**src/rtl/core/fcfs_process_scheduler_macros.svh**
```systemverilog
// Assertion macros used by the scheduler datapath.
`ifndef FCFS_PROCESS_SCHEDULER_MACROS_SVH
`define FCFS_PROCESS_SCHEDULER_MACROS_SVH

// A condition that must hold at every clock edge out of reset.
`define FCFS_ASSERT_ALWAYS(label, cond, msg) \
    label: assert property (@(posedge clk) disable iff (!rst_n) (cond)) \
        else $error(msg);

// A condition that must hold in the same cycle as its trigger.
`define FCFS_ASSERT_IMPLIES(label, trig, cond, msg) \
    label: assert property (@(posedge clk) disable iff (!rst_n) (trig) |-> (cond)) \
        else $error(msg);

// A condition that must hold in the cycle after its trigger.
`define FCFS_ASSERT_NEXT(label, trig, cond, msg) \
    label: assert property (@(posedge clk) disable iff (!rst_n) (trig) |=> (cond)) \
        else $error(msg);

`endif

```
**src/rtl/core/fcfs_pkg.sv**
```systemverilog
// Types and constants shared by the scheduler modules.
`timescale 1ns / 1ps

package fcfs_pkg;

    localparam int ID_W   = 8;
    localparam int SVC_W  = 16;
    localparam int TIME_W = 32;

    // Result status codes.
    typedef enum logic [1:0] {
        STAT_DONE = 2'd0,
        STAT_FULL = 2'd1,
        STAT_ZERO = 2'd2
    } status_t;

    // Input command codes.
    localparam logic CMD_ARRIVE = 1'b0;
    localparam logic CMD_TICK   = 1'b1;

    // One queued or running job.
    typedef struct packed {
        logic [ID_W-1:0]   id;
        logic [SVC_W-1:0]  service;
        logic [TIME_W-1:0] arrival;
    } job_t;

    // One result record.
    typedef struct packed {
        status_t           status;
        logic [ID_W-1:0]   done_id;
        logic [TIME_W-1:0] start_time;
        logic [TIME_W-1:0] end_time;
        logic [TIME_W-1:0] waiting_time;
        logic [TIME_W-1:0] turnaround_time;
    } res_t;

    // Commands from the controller to the datapath.
    typedef struct packed {
        logic    capture;
        logic    push;
        logic    pop;
        logic    emit;
        status_t emit_status;
        logic    clear_busy;
        logic    advance;
    } fcfs_cmd_t;

    // Status from the datapath to the controller.
    typedef struct packed {
        logic is_tick;
        logic svc_zero;
        logic q_full;
        logic q_nonempty;
        logic busy;
        logic done_hit;
        logic out_free;
    } fcfs_stat_t;

endpackage

```
**src/rtl/core/fcfs_ifs.sv**
```systemverilog
// Handshake channel interfaces for input items and result items.
`timescale 1ns / 1ps

interface fcfs_job_if;
    logic                          valid;
    logic                          ready;
    logic                          command;
    logic [fcfs_pkg::ID_W-1:0]     job_id;
    logic [fcfs_pkg::SVC_W-1:0]    service_time;

    modport source (output valid, command, job_id, service_time, input ready);
    modport sink   (input valid, command, job_id, service_time, output ready);
endinterface

interface fcfs_result_if;
    logic                          valid;
    logic                          ready;
    logic [1:0]                    status;
    logic [fcfs_pkg::ID_W-1:0]     done_id;
    logic [fcfs_pkg::TIME_W-1:0]   start_time;
    logic [fcfs_pkg::TIME_W-1:0]   end_time;
    logic [fcfs_pkg::TIME_W-1:0]   waiting_time;
    logic [fcfs_pkg::TIME_W-1:0]   turnaround_time;

    modport source (output valid, status, done_id, start_time, end_time,
                    waiting_time, turnaround_time, input ready);
    modport sink   (input valid, status, done_id, start_time, end_time,
                    waiting_time, turnaround_time, output ready);
endinterface

```
**src/rtl/core/fcfs_ctrl.sv**
```systemverilog
// Controller state machine that sequences each arrival or tick item.
`timescale 1ns / 1ps

module fcfs_ctrl
(
    input  logic                 clk,
    input  logic                 rst_n,
    input  logic                 in_valid,
    output logic                 in_ready,
    input  fcfs_pkg::fcfs_stat_t stat,
    output fcfs_pkg::fcfs_cmd_t  cmd
);

    typedef enum logic [1:0] {
        S_IDLE,
        S_EXEC,
        S_POP
    } state_t;

    state_t state_reg;
    state_t state_next;
    logic   in_ready_reg;
    logic   in_ready_next;
    logic   pop_needed;

    assign in_ready = in_ready_reg;

    // A queued job starts when nothing is left running after this tick.
    assign pop_needed = (!stat.busy || stat.done_hit) && stat.q_nonempty;

    // Next state and commands.
    always_comb
    begin
        cmd             = '0;
        cmd.emit_status = fcfs_pkg::STAT_DONE;
        state_next      = state_reg;
        in_ready_next   = in_ready_reg;
        unique case (state_reg)
            S_IDLE:
            begin
                if (in_valid && in_ready_reg)
                begin
                    cmd.capture   = 1'b1;
                    state_next    = S_EXEC;
                    in_ready_next = 1'b0;
                end
            end
            S_EXEC:
            begin
                if (!stat.is_tick)
                begin
                    if (stat.svc_zero || stat.q_full)
                    begin
                        // Rejected arrival: wait for room in the output register.
                        if (stat.out_free)
                        begin
                            cmd.emit        = 1'b1;
                            cmd.emit_status = stat.svc_zero ? fcfs_pkg::STAT_ZERO
                                                            : fcfs_pkg::STAT_FULL;
                            state_next      = S_IDLE;
                            in_ready_next   = 1'b1;
                        end
                    end
                    else
                    begin
                        cmd.push      = 1'b1;
                        state_next    = S_IDLE;
                        in_ready_next = 1'b1;
                    end
                end
                else if (!stat.done_hit || stat.out_free)
                begin
                    cmd.emit       = stat.done_hit;
                    cmd.clear_busy = stat.done_hit;
                    if (pop_needed)
                    begin
                        state_next = S_POP;
                    end
                    else
                    begin
                        cmd.advance   = 1'b1;
                        state_next    = S_IDLE;
                        in_ready_next = 1'b1;
                    end
                end
            end
            S_POP:
            begin
                cmd.pop       = 1'b1;
                cmd.advance   = 1'b1;
                state_next    = S_IDLE;
                in_ready_next = 1'b1;
            end
            default:
            begin
                state_next    = S_IDLE;
                in_ready_next = 1'b1;
            end
        endcase
    end

    // State and registered ready.
    always_ff @(posedge clk or negedge rst_n)
    begin
        if (!rst_n)
        begin
            state_reg    <= S_IDLE;
            in_ready_reg <= 1'b1;
        end
        else
        begin
            state_reg    <= state_next;
            in_ready_reg <= in_ready_next;
        end
    end

endmodule

```
**src/rtl/core/fcfs_datapath.sv**
```systemverilog
// Datapath: ready queue memory, running job, time counter and result register.
`timescale 1ns / 1ps
`include "fcfs_process_scheduler_macros.svh"

module fcfs_datapath #(
    parameter int QUEUE_DEPTH = 16
)
(
    input  logic                             clk,
    input  logic                             rst_n,
    input  logic                             in_command,
    input  logic [fcfs_pkg::ID_W-1:0]        in_job_id,
    input  logic [fcfs_pkg::SVC_W-1:0]       in_service_time,
    input  fcfs_pkg::fcfs_cmd_t              cmd,
    output fcfs_pkg::fcfs_stat_t             stat,
    output logic                             out_valid,
    input  logic                             out_ready,
    output fcfs_pkg::res_t                   out_res
);

    localparam int PTR_W = (QUEUE_DEPTH > 1) ? $clog2(QUEUE_DEPTH) : 1;
    localparam int CNT_W = $clog2(QUEUE_DEPTH + 1);
    localparam logic [PTR_W-1:0] LAST_IDX = PTR_W'(QUEUE_DEPTH - 1);
    localparam logic [CNT_W-1:0] FULL_CNT = CNT_W'(QUEUE_DEPTH);

    fcfs_pkg::job_t                   queue_mem [QUEUE_DEPTH];
    fcfs_pkg::job_t                   rd_job_reg;

    logic                             cmd_reg;
    logic [fcfs_pkg::ID_W-1:0]        id_reg;
    logic [fcfs_pkg::SVC_W-1:0]       svc_reg;

    logic [PTR_W-1:0]                 head_reg;
    logic [PTR_W-1:0]                 tail_reg;
    logic [CNT_W-1:0]                 count_reg;
    logic [fcfs_pkg::TIME_W-1:0]      time_reg;
    logic                             busy_reg;
    fcfs_pkg::job_t                   run_job_reg;
    logic [fcfs_pkg::TIME_W-1:0]      run_start_reg;

    logic                             out_valid_reg;
    fcfs_pkg::res_t                   res_reg;
    fcfs_pkg::res_t                   res_next;

    logic [fcfs_pkg::TIME_W-1:0]      elapsed;
    logic [fcfs_pkg::TIME_W-1:0]      run_svc;
    logic [fcfs_pkg::TIME_W-1:0]      wait_time;
    logic                             q_full;
    logic                             out_free;

    // Status toward the controller.
    assign run_svc   = fcfs_pkg::TIME_W'(run_job_reg.service);
    assign elapsed   = time_reg - run_start_reg;
    assign q_full    = (count_reg == FULL_CNT);
    assign out_free  = !out_valid_reg || out_ready;

    always_comb
    begin
        stat.is_tick    = (cmd_reg == fcfs_pkg::CMD_TICK);
        stat.svc_zero   = (svc_reg == '0);
        stat.q_full     = q_full;
        stat.q_nonempty = (count_reg != '0);
        stat.busy       = busy_reg;
        stat.done_hit   = busy_reg && (elapsed == run_svc);
        stat.out_free   = out_free;
    end

    // Captured input item.
    always_ff @(posedge clk)
    begin
        if (cmd.capture)
        begin
            cmd_reg <= in_command;
            id_reg  <= in_job_id;
            svc_reg <= in_service_time;
        end
    end

    // Ready queue memory: one write port, one registered read at the head.
    always_ff @(posedge clk)
    begin
        if (cmd.push)
        begin
            queue_mem[tail_reg] <= '{id: id_reg, service: svc_reg, arrival: time_reg};
        end
        rd_job_reg <= queue_mem[head_reg];
    end

    // Queue pointers, time and running job.
    always_ff @(posedge clk or negedge rst_n)
    begin
        if (!rst_n)
        begin
            head_reg      <= '0;
            tail_reg      <= '0;
            count_reg     <= '0;
            time_reg      <= '0;
            busy_reg      <= 1'b0;
            run_job_reg   <= '0;
            run_start_reg <= '0;
        end
        else
        begin
            if (cmd.push)
            begin
                tail_reg  <= (tail_reg == LAST_IDX) ? '0 : tail_reg + 1'b1;
                count_reg <= count_reg + 1'b1;
            end
            if (cmd.pop)
            begin
                head_reg      <= (head_reg == LAST_IDX) ? '0 : head_reg + 1'b1;
                count_reg     <= count_reg - 1'b1;
                run_job_reg   <= rd_job_reg;
                run_start_reg <= time_reg;
                busy_reg      <= 1'b1;
            end
            else if (cmd.clear_busy)
            begin
                busy_reg <= 1'b0;
            end
            if (cmd.advance)
            begin
                time_reg <= time_reg + 1'b1;
            end
        end
    end

    // Result record for a completion or a rejected arrival.
    assign wait_time = run_start_reg - run_job_reg.arrival;

    always_comb
    begin
        res_next.status = cmd.emit_status;
        if (cmd.emit_status == fcfs_pkg::STAT_DONE)
        begin
            res_next.done_id         = run_job_reg.id;
            res_next.start_time      = run_start_reg;
            res_next.end_time        = time_reg;
            res_next.waiting_time    = wait_time;
            res_next.turnaround_time = wait_time + run_svc;
        end
        else
        begin
            res_next.done_id         = id_reg;
            res_next.start_time      = '0;
            res_next.end_time        = '0;
            res_next.waiting_time    = '0;
            res_next.turnaround_time = '0;
        end
    end

    // Output register valid flag.
    always_ff @(posedge clk or negedge rst_n)
    begin
        if (!rst_n)
        begin
            out_valid_reg <= 1'b0;
        end
        else if (cmd.emit)
        begin
            out_valid_reg <= 1'b1;
        end
        else if (out_ready)
        begin
            out_valid_reg <= 1'b0;
        end
    end

    // Output register payload.
    always_ff @(posedge clk)
    begin
        if (cmd.emit)
        begin
            res_reg <= res_next;
        end
    end

    assign out_valid = out_valid_reg;
    assign out_res   = res_reg;

    // Queue occupancy and sequencing checks.
    `FCFS_ASSERT_ALWAYS(a_count_bound, count_reg <= FULL_CNT, "queue count above depth")
    `FCFS_ASSERT_IMPLIES(a_push_not_full, cmd.push, !q_full, "push into a full queue")
    `FCFS_ASSERT_IMPLIES(a_pop_not_empty, cmd.pop, count_reg != '0, "pop from an empty queue")
    `FCFS_ASSERT_IMPLIES(a_emit_room, cmd.emit, out_free, "result overwrites a pending item")
    `FCFS_ASSERT_NEXT(a_pop_busy, cmd.pop, busy_reg, "started job is not running")

endmodule

```
**src/rtl/core/fcfs_process_scheduler.sv**
```systemverilog
// Top level of the first-come-first-served job scheduler.
// Usage: items enter on job_in (command 0 queues job_id with service_time at
// the current time, command 1 processes one time tick and then advances it).
// Results leave on result_out: a completion record (status 0) when a running
// job has served its full time, or a rejection (status 1 queue full, status 2
// zero service time) for an arrival that cannot be queued.
// Each item passes through the controller's idle and execute states, and a tick
// that starts a queued job also through its pop state, set by the controller
// sequence and the registered read port of the ready queue memory.
// A result is written into the output register from the controller's execute state.
// Reset (rst_n low, asynchronous) empties the queue, stops the running job and
// sets the time to zero; no clearing pass is needed.
// A stalled receiver holds the result in the output register; the block keeps
// accepting items until a second result would be produced, then waits.
`timescale 1ns / 1ps

module fcfs_process_scheduler #(
    parameter int QUEUE_DEPTH = 16
)
(
    input  logic            clk,
    input  logic            rst_n,
    fcfs_job_if.sink        job_in,
    fcfs_result_if.source   result_out
);

    fcfs_pkg::fcfs_cmd_t  cmd;
    fcfs_pkg::fcfs_stat_t stat;
    fcfs_pkg::res_t       res;

    // Item sequencing.
    fcfs_ctrl u_ctrl (
        .clk      (clk),
        .rst_n    (rst_n),
        .in_valid (job_in.valid),
        .in_ready (job_in.ready),
        .stat     (stat),
        .cmd      (cmd)
    );

    // Queue, timing and result storage.
    fcfs_datapath #(
        .QUEUE_DEPTH (QUEUE_DEPTH)
    ) u_datapath (
        .clk             (clk),
        .rst_n           (rst_n),
        .in_command      (job_in.command),
        .in_job_id       (job_in.job_id),
        .in_service_time (job_in.service_time),
        .cmd             (cmd),
        .stat            (stat),
        .out_valid       (result_out.valid),
        .out_ready       (result_out.ready),
        .out_res         (res)
    );

    // Result payload onto the output channel.
    assign result_out.status          = res.status;
    assign result_out.done_id         = res.done_id;
    assign result_out.start_time      = res.start_time;
    assign result_out.end_time        = res.end_time;
    assign result_out.waiting_time    = res.waiting_time;
    assign result_out.turnaround_time = res.turnaround_time;

endmodule

```
**src/flat_wrapper.sv**
```systemverilog
// flat-port wrapper written by rule: the top's interface ports become plain ports
module fcfs_process_scheduler_flat 
#(
    parameter int QUEUE_DEPTH = 16
)
  (clk, rst_n, job_in_valid, job_in_command, job_in_job_id, job_in_service_time, job_in_ready, result_out_valid, result_out_status, result_out_done_id, result_out_start_time, result_out_end_time, result_out_waiting_time, result_out_turnaround_time, result_out_ready);
  fcfs_job_if job_in_i ();
  fcfs_result_if result_out_i ();
  input  logic clk;
  input  logic rst_n;
  input wire logic [$bits(job_in_i.valid)-1:0] job_in_valid;
  input wire logic [$bits(job_in_i.command)-1:0] job_in_command;
  input wire logic [$bits(job_in_i.job_id)-1:0] job_in_job_id;
  input wire logic [$bits(job_in_i.service_time)-1:0] job_in_service_time;
  output wire logic [$bits(job_in_i.ready)-1:0] job_in_ready;
  output wire logic [$bits(result_out_i.valid)-1:0] result_out_valid;
  output wire logic [$bits(result_out_i.status)-1:0] result_out_status;
  output wire logic [$bits(result_out_i.done_id)-1:0] result_out_done_id;
  output wire logic [$bits(result_out_i.start_time)-1:0] result_out_start_time;
  output wire logic [$bits(result_out_i.end_time)-1:0] result_out_end_time;
  output wire logic [$bits(result_out_i.waiting_time)-1:0] result_out_waiting_time;
  output wire logic [$bits(result_out_i.turnaround_time)-1:0] result_out_turnaround_time;
  input wire logic [$bits(result_out_i.ready)-1:0] result_out_ready;
  assign job_in_i.valid = job_in_valid;
  assign job_in_i.command = job_in_command;
  assign job_in_i.job_id = job_in_job_id;
  assign job_in_i.service_time = job_in_service_time;
  assign job_in_ready = job_in_i.ready;
  assign result_out_valid = result_out_i.valid;
  assign result_out_status = result_out_i.status;
  assign result_out_done_id = result_out_i.done_id;
  assign result_out_start_time = result_out_i.start_time;
  assign result_out_end_time = result_out_i.end_time;
  assign result_out_waiting_time = result_out_i.waiting_time;
  assign result_out_turnaround_time = result_out_i.turnaround_time;
  assign result_out_i.ready = result_out_ready;
  fcfs_process_scheduler #(.QUEUE_DEPTH(QUEUE_DEPTH)) u_core (.clk(clk), .rst_n(rst_n), .job_in(job_in_i), .result_out(result_out_i));
endmodule
```
**config.mk**
```make
export PLATFORM = sky130hd
export DESIGN_NAME = fcfs_process_scheduler_flat
export DESIGN_NICKNAME = d
export VERILOG_FILES = /design/src/rtl/core/fcfs_pkg.sv /design/src/rtl/core/fcfs_ifs.sv /design/src/rtl/core/fcfs_ctrl.sv /design/src/rtl/core/fcfs_datapath.sv /design/src/rtl/core/fcfs_process_scheduler.sv /design/src/flat_wrapper.sv
export VERILOG_INCLUDE_DIRS = /design/src /design/src/rtl/core
export SDC_FILE = /design/constraint.sdc
export NUM_CORES = 1
export LEC_CHECK = 0
export BUFFER_PORTS_ARGS = -buffer_cell sky130_fd_sc_hd__buf_2
export CORE_MARGIN = 2
export CORE_UTILIZATION = 61
export CTS_CLUSTER_DIAMETER = 150
export DETAILED_ROUTE_END_ITERATION = 6
export PLACE_DENSITY = 0.83
export SETUP_SLACK_MARGIN = 0.5
export SLEW_MARGIN = 10
export SYNTH_ARGS = -nofsm -noshare
export SYNTH_HDL_FRONTEND = slang
export SYNTH_SLANG_ARGS = --single-unit
```
**constraint.sdc**
```tcl
create_clock -name clk -period 7.85 [get_ports clk]
set_clock_uncertainty 0.05 [all_clocks]
set_input_delay 0 -clock clk [delete_from_list [all_inputs] [get_ports clk]]
set_output_delay 0 -clock clk [all_outputs]
set_load 0.1 [all_outputs]
```
# ---- Yosys cells after proc, flatten, opt, wreduce, memory -nomap -nowiden
# Memories as Yosys holds them, arrays and structs flattened. A register that Yosys moved wholly into a read port is not among the register bits.
# Index checks and enable logic that the tools add are counted.
dict set report word_totals {
  register_bits 301
  latch_bits 0
  ram_bits 896
  rom_bits 0
  elab_cells 101
  mem_count 1
}
dict set report classes {
  addsub 8
  n_mul 0
  div_mod_pow 0
  order_cmp 0
  n_eq_ne 10
  shifts 0
  muxes 42
  bitwise_logic 0
  n_reduce_logical 19
}
# memory words word_bits read_ports rd_ports_with_merged_regs write_ports line
set memory_table {}
lappend memory_table {u_core.u_datapath.queue_mem 16 56 1 1 1 fcfs_datapath.sv:26} ;# fcfs_pkg::job_t queue_mem [QUEUE_DEPTH];
# operator count
set ops {}
lappend ops {{2-to-1 mux 136 bit} 1}
lappend ops {{subtractor 32 bit} 2}
lappend ops {{adder 32 x 1 -> 32 bit (second input constant)} 1}
lappend ops {{adder 32 x 16 -> 32 bit} 1}
lappend ops {{equality test 32 x 16 -> 1 bit} 1}
lappend ops {{2-to-1 mux 1 bit} 21}
lappend ops {{2-to-1 mux 2 bit} 10}
lappend ops {{zero test 16 bit} 1}
lappend ops {{2-to-1 mux 4 bit} 3}
lappend ops {{2-to-1 mux 5 bit} 2}
lappend ops {{adder 4 x 1 -> 4 bit (second input constant)} 2}
lappend ops {{equality test 4 bit (second input constant)} 2}
lappend ops {{2-to-1 mux 3 bit} 2}
lappend ops {{inequality test 3 bit (second input constant)} 2}
lappend ops {{nonzero test 2 bit} 3}
lappend ops {{adder 5 x 1 -> 5 bit (second input constant)} 1}
lappend ops {{equality test 5 bit (second input constant)} 1}
lappend ops {{nonzero test 5 bit} 1}
lappend ops {{subtractor 5 x 1 -> 5 bit (second input constant)} 1}
lappend ops {{zero test 2 bit} 2}
lappend ops {{logical OR 1 bit} 4}
lappend ops {{inequality test 4 bit (second input constant)} 1}
lappend ops {{one-hot mux 1 bit (2 select lines)} 2}
lappend ops {{one-hot mux 2 bit (2 select lines)} 1}
lappend ops {{7 further kinds} 11}

# ---- Logic depth before layout (Yosys ltp)
dict set report depth {
  word_depth 11
  mapped_depth 22
}

# ---- Cells and area by module
# From an unflattened synthesis, not the netlist that was laid out.
dict set report unflattened {
  cells_unflattened 2912
  hier_area_um2 51157.8
}
# module n_inst cells_per_inst area_per_inst_um2 seq_area_each_um2
set modules_own_cells {}
lappend modules_own_cells {fcfs_datapath 1 2879 50845.0 36299.8}
lappend modules_own_cells {fcfs_ctrl 1 33 312.8 76.3}

# ---- Least setup slack after synthesis
# OpenSTA, ideal clock, no wires.
dict set report synth_path {
  path_kind {register to register}
  from {register u_core.u_datapath.time_reg[0] in the netlist's numbering}
  to {register u_core.u_datapath.res_reg (netlist bit u_core.u_datapath.out_res[0]), enable pin}
  arrival_time_ps 6396
  t_required_ps 7298
  setup_slack_ps 902
  path_stages_with_launch 14
  n_path_buf 0
  period_less_slack_ps 6948
  path_cell_list {dfrtp_1 > inv_1 > ha_1 > fa_1 > nand2b_1 > a211oi_1 > o21bai_1 > a211oi_1 > a311oi_1 > or4_4 > nor4_4 > and2b_4 > nand3_2 > nand2_1}
}
# item line
set synth_lines {}
lappend synth_lines {{from (decl)} fcfs_datapath.sv:36} ;# logic [fcfs_pkg::TIME_W-1:0] time_reg;
lappend synth_lines {{from (signal assigned)} fcfs_datapath.sv:123} ;# time_reg <= time_reg + 1'b1;
lappend synth_lines {{to (signal assigned)} fcfs_datapath.sv:174} ;# res_reg <= res_next;
lappend synth_lines {{to (decl)} fcfs_datapath.sv:42} ;# fcfs_pkg::res_t res_reg;

==> results by group <==
Status
  • Status: completed

Clock network
  • CTS tree: done
  • Clock tree buffer depth: 3
  • Root cell of the clock tree: clkbuf_16
  • Reg clk slew, reported paths: 0.07 ns
  • CTS Buf Count: 114
  • # H-tree levels: 3
  • Num Clock Sinks: 1253
  • Post_cts resized: 0
  • Worst-skew pair later-pin latency: 0.73 ns

GRT
  • Initial antenna violation count: 2
  • Routing usage on met2: 0.510
  • GRT busiest layer: met2
  • Largest net degree at the start of global routing: 110
  • GRT Resource Usage Total: 0.310
  • GR Overflow Total: 0
  • Via count of the first global-routing pass: 29960
  • Met1 Track Usage GR: 0.421
  • Met3 usage: 0.0554
  • First-pass GRT wire length: 194 mm

Yosys
  • Syn_area_per_cell: 17.4 um^2
  • Post-synth EDFFs: 1059
  • Post-Synth XOR/XNOR Area: 0.0186
  • Yosys Warn Count: 0
  • Synth top area share: 0.619
  • Ys async rst share: 0.110
  • Ys flop type: edfxtp_1
  • Synth area leaders: edfxtp_1 62%, mux4_2 12%, dfrtp_1 6.7%
  • Cell Area, Synth: 51400 um^2
  • Number of synthesized register bits: 1253
  • Netlist cell types: 83
  • Synth top cells by count: 1059 x edfxtp_1, 280 x mux4_2, 167 x nand2_1
  • Most common cell in the synthesized netlist: edfxtp_1
  • Syn Nets: 3073
  • Largest family of logic cells by synthesized area: multiplexers
  • Fraction of the mapped netlist area in simple logic gates: 0.0552
  • Seq/Total Area, Yosys: 0.708
  • Dominant cell type by area after synthesis: edfxtp_1
  • Synth Area in Adders: 0.0237
  • Synth Instances: 2949
  • Synth Area in Compound Gates: 0.0457
  • Mux contribution to synthesized area: 0.131

Place
  • DP Wirelength: 73.6 mm
  • Dpl ws: 1.77 ns
  • GP Congestion: 0.927
  • Port bufs: 168

Final layout
  • Fillers: 4873
  • Nets: 3325
  • Layout cells sized above 1: 0.227
  • # diodes: 0
  • Top reg by flops: u_core.u_datapath.queue_mem
  • Max reg flops: 896
  • Reg area: 36400 um^2
  • Layout Area Growth over Synthesis: 13.0%
  • Area of the multi-input gates: 14200 um^2

Routing
  • Routed WL: 133 mm
  • Iter 0 DRT Violations: 3808
  • ANT nets after route: 0
  • Via density: 6.69
  • DR WL/cell: 30.3 um
  • Post-route DRC: 0
  • Drt pass-1 iters: 5
  • Vias: 29341

Setup path
  • Crit-path leading delay family: simple AND/OR/NAND/NOR gates
  • Reg-to-reg slack, setup: 1.81 ns
  • FF-to-FF Start: u_core.u_datapath.time_reg[0]
  • CP peak stage delay: 0.73 ns
  • CP Capture Type: flop
  • Worst path buffer plus inverter count: 2
  • Startpoint types: flop
  • CP max FO: 63
  • Crit path depth: 14
  • RR Endpoint: u_core.u_datapath.out_res[67]
  • Arrival time at the worst endpoint: 6.34 ns
  • Worst Reg-to-Reg Cells: 14
  • Critical Path Slowest Stage Cell: dfrtp_1
  • Crit Path Class: flop to flop
  • CP Cell Sequence: inv_1 > ha_1 > fa_1 > xor2_1 > nand4_1 > a2111oi_0 > o211ai_1 > a2111oi_0 > nand4_1 > nor4_4 > and2b_4 > nand3_2 > nand2_4 > buf_4
  • Critical path origin: u_core.u_datapath.time_reg[0]
  • Crit path required time: 8.15 ns

STA
  • Pins Over Slew Limit: 0
  • Setup WS post-layout: 1.81 ns
  • Rel. slew slack: 0.203
  • Max Fclk: 0.166 GHz
  • Worst slew pin tran: 1.19 ns
  • Minimum clock period: 6.04 ns
  • Setup_tns: 0 ns
  • RSZ-0062 raised after global routing: false
  • Final setup viols: 0
  • Fin. Hold Viols: 0
  • Crit share post-route: 0.769

Power
  • Combinational share of power: 0.272
  • Pleak: 20.8 nW
  • Overall Power: 19.7 mW
  • Sequential Power Share: 0.436
  • Clk network pwr share: 0.292
  • Switching pwr: 6.15 mW
  • Switching share of power: 0.312
  • Worst VDD drop: 0.300 mV
  • Power per cell area: 340 nW/um^2
  • Int Pwr: 13.6 mW

Worst hold path
  • Hold Crit Start: result_out_ready
  • Hold Crit Class: primary input to flop
  • Worst hold stages: 4
  • Hold endpoint: u_core.u_datapath.out_valid

Floorplanning
  • # rows: 106
  • Std-Cell Core Area: 83600 um^2
  • I/O pins: 169
  • Total die area: 86500 um^2
  • Die X: 294 um
  • Die span in y: 294 um
  • Initial Utilization: 0.615

Run
  • Max-cap violations: 0
-- per-stage QoR --
step                      hold slack (ns)  instances  utilization  instance area [um^2]
after global routing                0.236       4383        0.694                 58000
after detailed placement           0.0377       4108        0.640                 53500
after global placement             0.0304       4108        0.640                 53500
final                               0.216       4383        0.694                 58000
after floorplan                    -0.346       2949            -                 51400
after CTS                           0.160       4383        0.694                 58000
-- repair_timing --
action | 4_1_cts | 5_1_grt
hold buffers | 57 | 0
hold endpoints to repair | 101 | 0
buffers inserted | 0 | 0
-- metal layers --
| metal | vias up | routed length, um |
|---|---|---|
| met5 | - | 12 |
| met4 | 2 | 4950 |
| met3 | 354 | 13000 |
| met2 | 1962 | 65800 |
| met1 | 14952 | 48900 |
| li1 | 12071 | - |
-- how the worst max path moves through the flow --
stage,endpoint,slack [ns]
3_3_place_gp,u_core.u_datapath.out_res[129],1.82
2_1_floorplan,u_core.u_datapath.out_res[0],0.90
4_1_cts,u_core.u_datapath.out_res[67],1.72
6_report,u_core.u_datapath.out_res[67],1.81
3_5_place_dp,u_core.u_datapath.out_res[129],1.77
5_1_grt,u_core.u_datapath.out_res[72],1.45
-- cell families (layout without fill, tap and decap cells) --
kind of cell,count (synthesis),count (layout)
AOI/OAI and AO/OA,366,366
xor gates and xnor gates,109,109
adders and majority gates,95,95
buffers and inverters,224,578
DFF,1253,1253
muxes,317,317
and+or+nand+nor,585,585
-- power by group through the flow --
stage | sequential, mW | clock (mW) | combinational, mW
6_report | 8.61 | 5.76 | 5.37
5_1_grt | 8.65 | 6.03 | 5.79
4_1_cts | 8.58 | 5.81 | 5.36
3_5_place_dp | 8.70 | 0 | 5.22
3_3_place_gp | 8.65 | 0 | 5.10
2_1_floorplan | 8.50 | 0 | 4.04
-- cells in the final DEF (no fill, tap or decap), types with 90 or more instances in the layout --
cell / count
nand2_1: 166
clkbuf_16: 114
o21ai_0: 127
inv_1: 95
mux4_2: 280
edfxtp_1: 1059
dfrtp_1: 133
buf_2: 167
nor2_1: 138
ha_1: 90
-- area by class of cell --
| type | count | share of cell area |
|---|---|---|
| sequential | 1253 | 0.627 |
| multi-input combinational | 1472 | 0.245 |
| clock buffer | 144 | 0.0530 |
| timing repair buffer | 265 | 0.0306 |
| tap | 1080 | 0.0233 |
| clock inverter | 74 | 0.0148 |
| inverter | 95 | 0.00615 |
-- worst register-to-register path, stage by stage, from the launching register on --
cell	delay, ns
dfrtp_1	0.73
inv_1	0.23
ha_1	0.28
fa_1	0.50
xor2_1	0.24
nand4_1	0.11
a2111oi_0	0.68
o211ai_1	0.20
a2111oi_0	0.36
nand4_1	0.28
nor4_4	0.60
and2b_4	0.27
nand3_2	0.13
nand2_4	0.60
buf_4	0.44
Power figures use the tool's default switching activity.
